[src/wte_pkg.sv]
package wte_pkg;

	// Scanner modes; encodings 6 and 7 are never produced.
	typedef enum logic [2:0] {
		MODE_NORMAL     = 3'd0,
		MODE_ESCAPE     = 3'd1,
		MODE_DOT        = 3'd2,
		MODE_COUNT_LOW  = 3'd3,
		MODE_COUNT_HIGH = 3'd4,
		MODE_DROP       = 3'd5
	} mode_t;

	// One result item.
	typedef struct packed {
		logic [7:0] regex_byte;
		logic       regex_end;
		logic       syntax_error;
	} item_t;

	// Decode of one pattern byte: up to two result items and the next mode.
	typedef struct packed {
		logic [1:0] count;
		item_t      item0;
		item_t      item1;
		mode_t      next_mode;
	} decode_t;

	localparam int unsigned QUEUE_DEPTH = 4;

endpackage

[src/wte_decode.sv]
module wte_decode import wte_pkg::*; (
	input  mode_t      mode,
	input  logic [7:0] pattern_byte,
	input  logic       pattern_end,
	output decode_t    result
);

	localparam logic [7:0] CH_DOT    = 8'h2E;
	localparam logic [7:0] CH_BSLASH = 8'h5C;
	localparam logic [7:0] CH_LBRACE = 8'h7B;
	localparam logic [7:0] CH_RBRACE = 8'h7D;
	localparam logic [7:0] CH_COMMA  = 8'h2C;
	localparam logic [7:0] CH_ZERO   = 8'h30;
	localparam logic [7:0] CH_NINE   = 8'h39;

	function automatic item_t mk_item(input logic [7:0] b, input logic last);
		item_t it;
		it.regex_byte   = b;
		it.regex_end    = last;
		it.syntax_error = 1'b0;
		return it;
	endfunction

	logic is_meta;
	logic is_digit;
	logic [7:0] sep;
	logic is_low;
	item_t err_item;

	always_comb begin
		is_meta = pattern_byte inside {8'h24, 8'h28, 8'h29, 8'h2A, 8'h2B, 8'h3F,
			8'h5B, 8'h5D, 8'h5E, 8'h7B, 8'h7C, 8'h7D};
		is_digit = (pattern_byte >= CH_ZERO) && (pattern_byte <= CH_NINE);
		is_low   = (mode == MODE_COUNT_LOW);
		sep      = is_low ? CH_COMMA : CH_RBRACE;
		err_item.regex_byte   = 8'h00;
		err_item.regex_end    = 1'b1;
		err_item.syntax_error = 1'b1;
	end

	always_comb begin
		result.count     = 2'd0;
		result.item0     = mk_item(pattern_byte, pattern_end);
		result.item1     = mk_item(pattern_byte, pattern_end);
		result.next_mode = MODE_NORMAL;
		case (mode)
			MODE_DROP: begin
				result.next_mode = pattern_end ? MODE_NORMAL : MODE_DROP;
			end
			MODE_ESCAPE: begin
				result.count = 2'd2;
				result.item0 = mk_item(CH_BSLASH, 1'b0);
			end
			MODE_DOT: begin
				if (pattern_byte == CH_DOT) begin
					result.item0 = mk_item(CH_DOT, 1'b0);
					result.item1 = mk_item(CH_DOT, 1'b1);
					result.count = pattern_end ? 2'd2 : 2'd1;
					result.next_mode = pattern_end ? MODE_NORMAL : MODE_DOT;
				end else if (pattern_byte == CH_LBRACE) begin
					if (pattern_end) begin
						result.count = 2'd1;
						result.item0 = err_item;
					end else begin
						result.count = 2'd2;
						result.item0 = mk_item(CH_DOT, 1'b0);
						result.item1 = mk_item(CH_LBRACE, 1'b0);
						result.next_mode = MODE_COUNT_LOW;
					end
				end else begin
					result.count = 2'd2;
					result.item0 = mk_item(CH_DOT, 1'b0);
				end
			end
			MODE_COUNT_LOW, MODE_COUNT_HIGH: begin
				result.count = 2'd1;
				if ((pattern_byte != sep) && !is_digit) begin
					result.item0 = err_item;
					result.next_mode = pattern_end ? MODE_NORMAL : MODE_DROP;
				end else if (pattern_end && !((pattern_byte == sep) && !is_low)) begin
					// end inside braces
					result.item0 = err_item;
				end else if (pattern_byte == sep) begin
					result.next_mode = is_low ? MODE_COUNT_HIGH : MODE_NORMAL;
				end else begin
					result.next_mode = mode;
				end
			end
			default: begin
				if (pattern_byte == CH_DOT) begin
					if (pattern_end) begin
						result.count = 2'd1;
					end else begin
						result.next_mode = MODE_DOT;
					end
				end else if (pattern_byte == CH_BSLASH) begin
					if (pattern_end) begin
						result.count = 2'd1;
						result.item0 = err_item;
					end else begin
						result.next_mode = MODE_ESCAPE;
					end
				end else if (is_meta) begin
					result.count = 2'd2;
					result.item0 = mk_item(CH_BSLASH, 1'b0);
				end else begin
					result.count = 2'd1;
				end
			end
		endcase
	end

endmodule

[src/wte_outq.sv]
module wte_outq import wte_pkg::*; (
	input  logic       clk,
	input  logic       arst_n,
	input  logic [1:0] push_count,
	input  item_t      push_item0,
	input  item_t      push_item1,
	output logic       room,
	output logic       out_valid,
	input  logic       out_ready,
	output item_t      out_item
);

	localparam int unsigned PTR_W = $clog2(QUEUE_DEPTH);
	localparam int unsigned CNT_W = $clog2(QUEUE_DEPTH + 1);

	item_t             entry_q [QUEUE_DEPTH];
	logic [PTR_W-1:0]  wr_ptr_q;
	logic [PTR_W-1:0]  rd_ptr_q;
	logic [CNT_W-1:0]  count_q;
	logic              pop;
	logic [PTR_W-1:0]  wr_ptr_nx;

	assign out_valid = (count_q != '0);
	assign out_item  = entry_q[rd_ptr_q];
	assign pop       = out_valid && out_ready;
	// two free entries needed for a worst-case push
	assign room      = (count_q <= CNT_W'(QUEUE_DEPTH - 2));
	assign wr_ptr_nx = PTR_W'(wr_ptr_q + 1'b1);

	always_ff @(posedge clk) begin
		if (push_count != 2'd0) begin
			entry_q[wr_ptr_q] <= push_item0;
		end
		if (push_count == 2'd2) begin
			entry_q[wr_ptr_nx] <= push_item1;
		end
	end

	always_ff @(posedge clk or negedge arst_n) begin
		if (!arst_n) begin
			wr_ptr_q <= '0;
			rd_ptr_q <= '0;
			count_q  <= '0;
		end else begin
			wr_ptr_q <= PTR_W'(wr_ptr_q + push_count);
			if (pop) begin
				rd_ptr_q <= PTR_W'(rd_ptr_q + 1'b1);
			end
			count_q <= CNT_W'(count_q + CNT_W'(push_count) - CNT_W'(pop));
		end
	end

endmodule

[src/wildcard_to_regex_escaper.sv]
// Wildcard-to-regex escaper. Pattern bytes enter on the s_axis side, one item
// per byte, with tlast on the final byte of a pattern; regex bytes leave on the
// m_axis side, tlast on the final result of the pattern. Metacharacters
// $ ( ) * + ? [ ] ^ { | } get a backslash; a backslash escapes the next byte;
// a dot is held until the next byte decides it (".{" opens a digits,digits}
// repeat count). A malformed pattern gives a single item with tuser set,
// tdata zero and tlast set; the consumer drops the bytes it already took for
// that pattern, and the rest of the pattern is swallowed without output.
// Rate: bytes that give zero or one result stream at one per clock while
// m_axis_tready stays high; a byte that gives two results (escapes, a dot
// followed by a byte other than a dot) is bounded by the one-byte output port.
// An accepted byte passes one input register, then is decoded into a
// four-entry output queue that offers the results. s_axis_tready drops
// only when the queue lacks room for two results.
module wildcard_to_regex_escaper import wte_pkg::*; (
	input  logic       clk,
	input  logic       arst_n,
	input  logic       s_axis_tvalid,
	output logic       s_axis_tready,
	input  logic [7:0] s_axis_tdata,   // [7:0] pattern_byte
	input  logic       s_axis_tlast,   // pattern_end
	output logic       m_axis_tvalid,
	input  logic       m_axis_tready,
	output logic [7:0] m_axis_tdata,   // [7:0] regex_byte
	output logic       m_axis_tlast,   // regex_end
	output logic [0:0] m_axis_tuser    // [0] syntax_error
);

	// input register stage
	logic       valid_s1;
	logic [7:0] byte_s1;
	logic       end_s1;

	mode_t      mode_q;
	decode_t    dec;
	logic       room;
	logic       advance;
	logic       in_accept;
	item_t      head;

	assign advance       = valid_s1 && room;
	assign s_axis_tready = !valid_s1 || room;
	assign in_accept     = s_axis_tvalid && s_axis_tready;

	always_ff @(posedge clk) begin
		if (in_accept) begin
			byte_s1 <= s_axis_tdata;
			end_s1  <= s_axis_tlast;
		end
	end

	always_ff @(posedge clk or negedge arst_n) begin
		if (!arst_n) begin
			valid_s1 <= 1'b0;
			mode_q   <= MODE_NORMAL;
		end else begin
			if (in_accept) begin
				valid_s1 <= 1'b1;
			end else if (advance) begin
				valid_s1 <= 1'b0;
			end
			if (advance) begin
				mode_q <= dec.next_mode;
			end
		end
	end

	// scanner: byte + mode -> up to two results
	wte_decode u_decode (
		.mode         (mode_q),
		.pattern_byte (byte_s1),
		.pattern_end  (end_s1),
		.result       (dec)
	);

	// result queue decouples the two-results case from the output handshake
	wte_outq u_outq (
		.clk        (clk),
		.arst_n     (arst_n),
		.push_count (advance ? dec.count : 2'd0),
		.push_item0 (dec.item0),
		.push_item1 (dec.item1),
		.room       (room),
		.out_valid  (m_axis_tvalid),
		.out_ready  (m_axis_tready),
		.out_item   (head)
	);

	assign m_axis_tdata = head.regex_byte;
	assign m_axis_tlast = head.regex_end;
	assign m_axis_tuser = head.syntax_error;

endmodule

[config.mk]
export PLATFORM = sky130hd
export DESIGN_NAME = wildcard_to_regex_escaper
export DESIGN_NICKNAME = d
export VERILOG_FILES = /design/src/wte_pkg.sv /design/src/wte_decode.sv /design/src/wte_outq.sv /design/src/wildcard_to_regex_escaper.sv
export SDC_FILE = /design/constraint.sdc
export NUM_CORES = 1
export LEC_CHECK = 0
export BUFFER_PORTS_ARGS = -buffer_cell sky130_fd_sc_hd__buf_2
export CAP_MARGIN = 5
export CORE_MARGIN = 2
export CORE_UTILIZATION = 61
export DETAILED_ROUTE_END_ITERATION = 10
export PLACE_DENSITY_LB_ADDON = 0.08
export SYNTH_ARGS = -nofsm -noshare
export SYNTH_HDL_FRONTEND = slang
export SYNTH_SLANG_ARGS = --single-unit
[constraint.sdc]
create_clock -name clk -period 4.5 [get_ports clk]
set_clock_uncertainty 0.15 [all_clocks]
set_input_delay 0.45 -clock clk [delete_from_list [all_inputs] [get_ports clk]]
set_output_delay 0.45 -clock clk [all_outputs]
set_load 0.01 [all_outputs]
==> reports/summary.md <==
The H-tree was split into 3 levels. The fraction of synthesized area in multiplexers is 0.0670. The critical register-to-register path startpoint is byte_s1[0]. The analysis attributes to cell leakage a power of 1.42 nW.

Nature of the critical path endpoint: a flop. Once detail routing completed, the nets flagged for antenna violations numbered 0. The analysis attributes to net switching a power of 1.02 mW.

When the netlist entered floorplanning its net count stood at 344. After synthesis, the netlist uses 76 different library cells. The final critical delay including setup and external delays is 3.53 ns, and the iteration count of the initial detailed-routing pass is 5. Among all flip-flop cells after synthesis, the most frequent one is edfxtp_1. edfxtp_1 takes more of the synthesized area than any other cell. Routability-driven placement finished with a final weighted congestion of 0.911.

Of all nets on the critical path, the largest fanout is 13. Max-cap violations in this run came to 0. At the pin with the least slew margin, the transition time is 0.716 ns. The first global-routing pass estimated 13400 um of wire.

Setup repair after global routing left no endpoint under its margin. The area share of the largest cell type after synthesis is 0.367. The CTS sink count came out at 60. The area growth from synthesis to layout is 8.44%. At the worst endpoint, the required time is 4.61 ns.

For the via count of the first global-routing pass, the log shows 2536. Static timing analysis puts the maximum clock frequency at 283 MHz. The completed layout was analyzed and its total power is 2.46 mW. The peak supply drop was 584 uV; the total congestion overflow after global routing was 0.

The fraction of layout instances using a drive strength above 1 is 0.241, and the filler-free cell count of the finished design is 424. The data arrival at the endpoint of the critical path is 3.64 ns. The compound-cell area share of the yosys netlist was 0.205.

The clock transition time at the flip-flop clock pins of the worst setup and hold paths was 0.08 ns. The slowest cell on the critical path is edfxtp_1. The total track usage was 0.274. The critical path in this run is classified as flop to flop.

By area the synthesized netlist is led by edfxtp_1 (37%), dfrtp_1 (7.5%), mux4_2 (6.1%), a22o_1 (4.8%), o21ai_0 (2.7%). TritonCTS built the clock tree. Traced cell by cell, the critical path runs through and4b_2, o211a_1, or3_1, and2_4, a41oi_1, nand4_1, ha_1, inv_1, ha_1, fa_1, xnor2_1, xnor2_1. The fraction of registers with async set or reset after synthesis came out at 0.183.

The run finished with clean final reports. The gate count after technology mapping is 326, and the final-stage net count is 362. By count the netlist is led by edfxtp_1 (45), nand2_1 (24), nor2_1 (23). The XOR/XNOR share of the synthesized area was 0.0143; the fraction of power consumed by the clock network was 0.168.

Internal power comes to 1.44 mW. The starting density of the core is 0.625. Dividing the detail-routed wire length by the instance count gives 20.0 um. The arithmetic-cell share of the synthesized area counting full adders, half adders and majority gates was 0.0191; the count of endpoints failing setup in the final report was 0. The portion of the post-synthesis area used by sequential elements is 0.464, and the fraction of power spent switching nets is 0.416. The run gives 0 as the total count of max-transition violations in the final report.

The root buffer cell chosen for the clock tree is clkbuf_8. Summed over all layers, the routed wires come to 8460 um. In this run the most critical hold path is launched from s_axis_tlast. The worst-skew pair later-pin latency was 0.34 ns. Gates resized during post-CTS repair numbered 0.

Count of synthesis-stage warnings from yosys: 0. The row count came out at 28. In the routed layout, each cell is associated on average with a via count of 6.67. The tools report the total DRC errors in the routed layout as 0. The count of buffers inserted at the top-level ports is 24. Class of the worst hold path: input pin to flop.

The run gives 0.407 as the sequential power share. The mean post-synth cell area works out to 11.3 um^2. The run gives 3680 um^2 as the summed instance area of the synthesized netlist.

For the number of antenna violations at the first check in global routing, the log shows 0. Delay of the slowest cell on the worst path: 0.59 ns. The y dimension of the die is 81.6 um, and the flip-flop and latch count after synthesis is 60.

The combinational group share of total power came out at 0.425. The largest net degree at the start of global routing was 19; the final worst-path cycle share was 0.785. By area, the combinational part of the netlist is dominated by compound AO/OA/AOI/OAI gates. Setup total negative slack on the finished layout was measured at 0 ns. Across all hold checks on the routed design, the worst slack comes to 0.127 ns. After detailed placement, the design holds a cell count of 407.

The core region area is 5890 um^2, and the relative max-transition margin is 0.523. The width of the die was 81.6 um; the number of enable flip-flop cells after synthesis was 45. 0 antenna diodes ended up in the layout. The post-synthesis simple-gate area fraction was 0.192; the number of hold violations in the final report was 0.

STA classifies the critical path startpoint as a flop. The HPWL after detailed placement is 6110 um. Die outline area: 6670 um^2.

In this run the count of I/O pins placed on the die edge is 25. The ratio of total power to cell area was 618 nW/um^2; the violation count after the first detailed-route iteration was 427. The first element of the critical path was byte_s1[0]. No sink is reached through more buffers than the 2 on the longest clock path. In the post-synthesis netlist, the cell with the most instances is edfxtp_1. Clock tree synthesis inserted a total of 9 buffers. The tools report the routed via count as 2830.
-- layout by cell type (no fill, tap or decap), types with 4 or more instances in the layout --
cell type,Yosys,routed
dfrtp_1,11,11
clkinv_2,0,4
clkbuf_8,0,9
edfxtp_1,45,45
o31ai_1,5,5
a21oi_1,8,8
and2_1,8,8
dfxtp_1,4,4
nand3_1,7,7
a22o_1,20,20
nor2_1,23,23
mux4_2,10,10
nor2_2,7,7
nand2_1,24,24
buf_2,8,24
xnor2_1,5,5
ha_1,4,4
o21a_1,5,5
o211ai_1,4,4
o21ai_0,20,20
inv_1,9,9
nand2b_1,6,6
or3_1,4,4
-- layout make-up --
class	count	area [um^2]
timing repair buffer	28	153
sequential	60	1710
multi-input combinational	235	1830
clock inverter	7	43.8
clock buffer	9	124
tap	75	93.8
inverter	10	37.5
fill	451	1900
-- per-stage QoR --
| step | utilization | setup WS [ns] | instance area (um^2) |
|---|---|---|---|
| after floorplan | - | 1.25 | 3680 |
| after global placement | 0.647 | 1.12 | 3810 |
| after detailed placement | 0.647 | 0.969 | 3810 |
| after CTS | 0.678 | 0.962 | 3990 |
| after global routing | 0.678 | 0.815 | 3990 |
| final | 0.678 | 0.967 | 3990 |
-- layer usage --
metal  part of all wire  wire (um)  vias to the layer above  global-route usage
met3              0.069        586                       10              0.0692
met1               0.42       3580                     1374               0.373
li1                   -          -                     1302                   -
met4              0.012        100                        0              0.0800
met5                  0          0                        -                   0
met2               0.50       4190                      144               0.436
-- state kept, by name, indices dropped and copies added (netlist names) --
| name | flops |
|---|---|
| byte_s1 | 8 |
| end_s1 | 1 |
| mode_q | 3 |
| u_outq.count_q | 3 |
| u_outq.entry_q | 40 |
| u_outq.rd_ptr_q | 2 |
| u_outq.wr_ptr_q | 2 |
| valid_s1 | 1 |
-- critical path: cells and delay by family (launching register included) --
kind | cells | cell delay (ns)
AO/OA/AOI/OAI | 2 | 0.34
XOR/XNOR | 2 | 0.35
adder cells (fa/ha/maj) | 3 | 0.88
buffers and inverters | 1 | 0.04
flip-flops | 1 | 0.59
AND/OR/NAND/NOR | 4 | 1.12
-- power groups by stage --
stage / Combinational, mW / Sequential [mW] / Clock [mW]
after floorplan: 0.900 / 0.853 / 0
after global placement: 1.01 / 0.997 / 0
after detailed placement: 1.04 / 1.01 / 0
after CTS: 1.04 / 0.999 / 0.418
after global routing: 1.15 / 1.03 / 0.441
final: 1.05 / 1.00 / 0.414
-- worst paths after layout --
path	to	slack, ns	depth (start not counted)
worst max-delay path	u_outq.count_q[2]	0.97	12
worst min-delay path	end_s1	0.13	1
worst max register to register	u_outq.count_q[2]	0.97	12
worst min register to register	u_outq.entry_q[3][0]	0.36	2
max in group asynchronous	u_outq.count_q[0]	3.63	2
min in group asynchronous	u_outq.count_q[1]	0.36	2
-- kinds of logic after synthesis --
family / count (synthesis)
and+or+nand+nor: 115
AOI/OAI and AO/OA: 97
DFF: 60
buffers and inverters: 31
muxes: 12
xor gates and xnor gates: 6
adders and majority gates: 5
-- what timing repair did --
action                                 4_1_cts  5_1_grt
endpoints found under the hold margin       11        0
hold buffers                                 1        0
setup buffers                                0        0
Note: power is estimated with default switching activity, not from simulation.
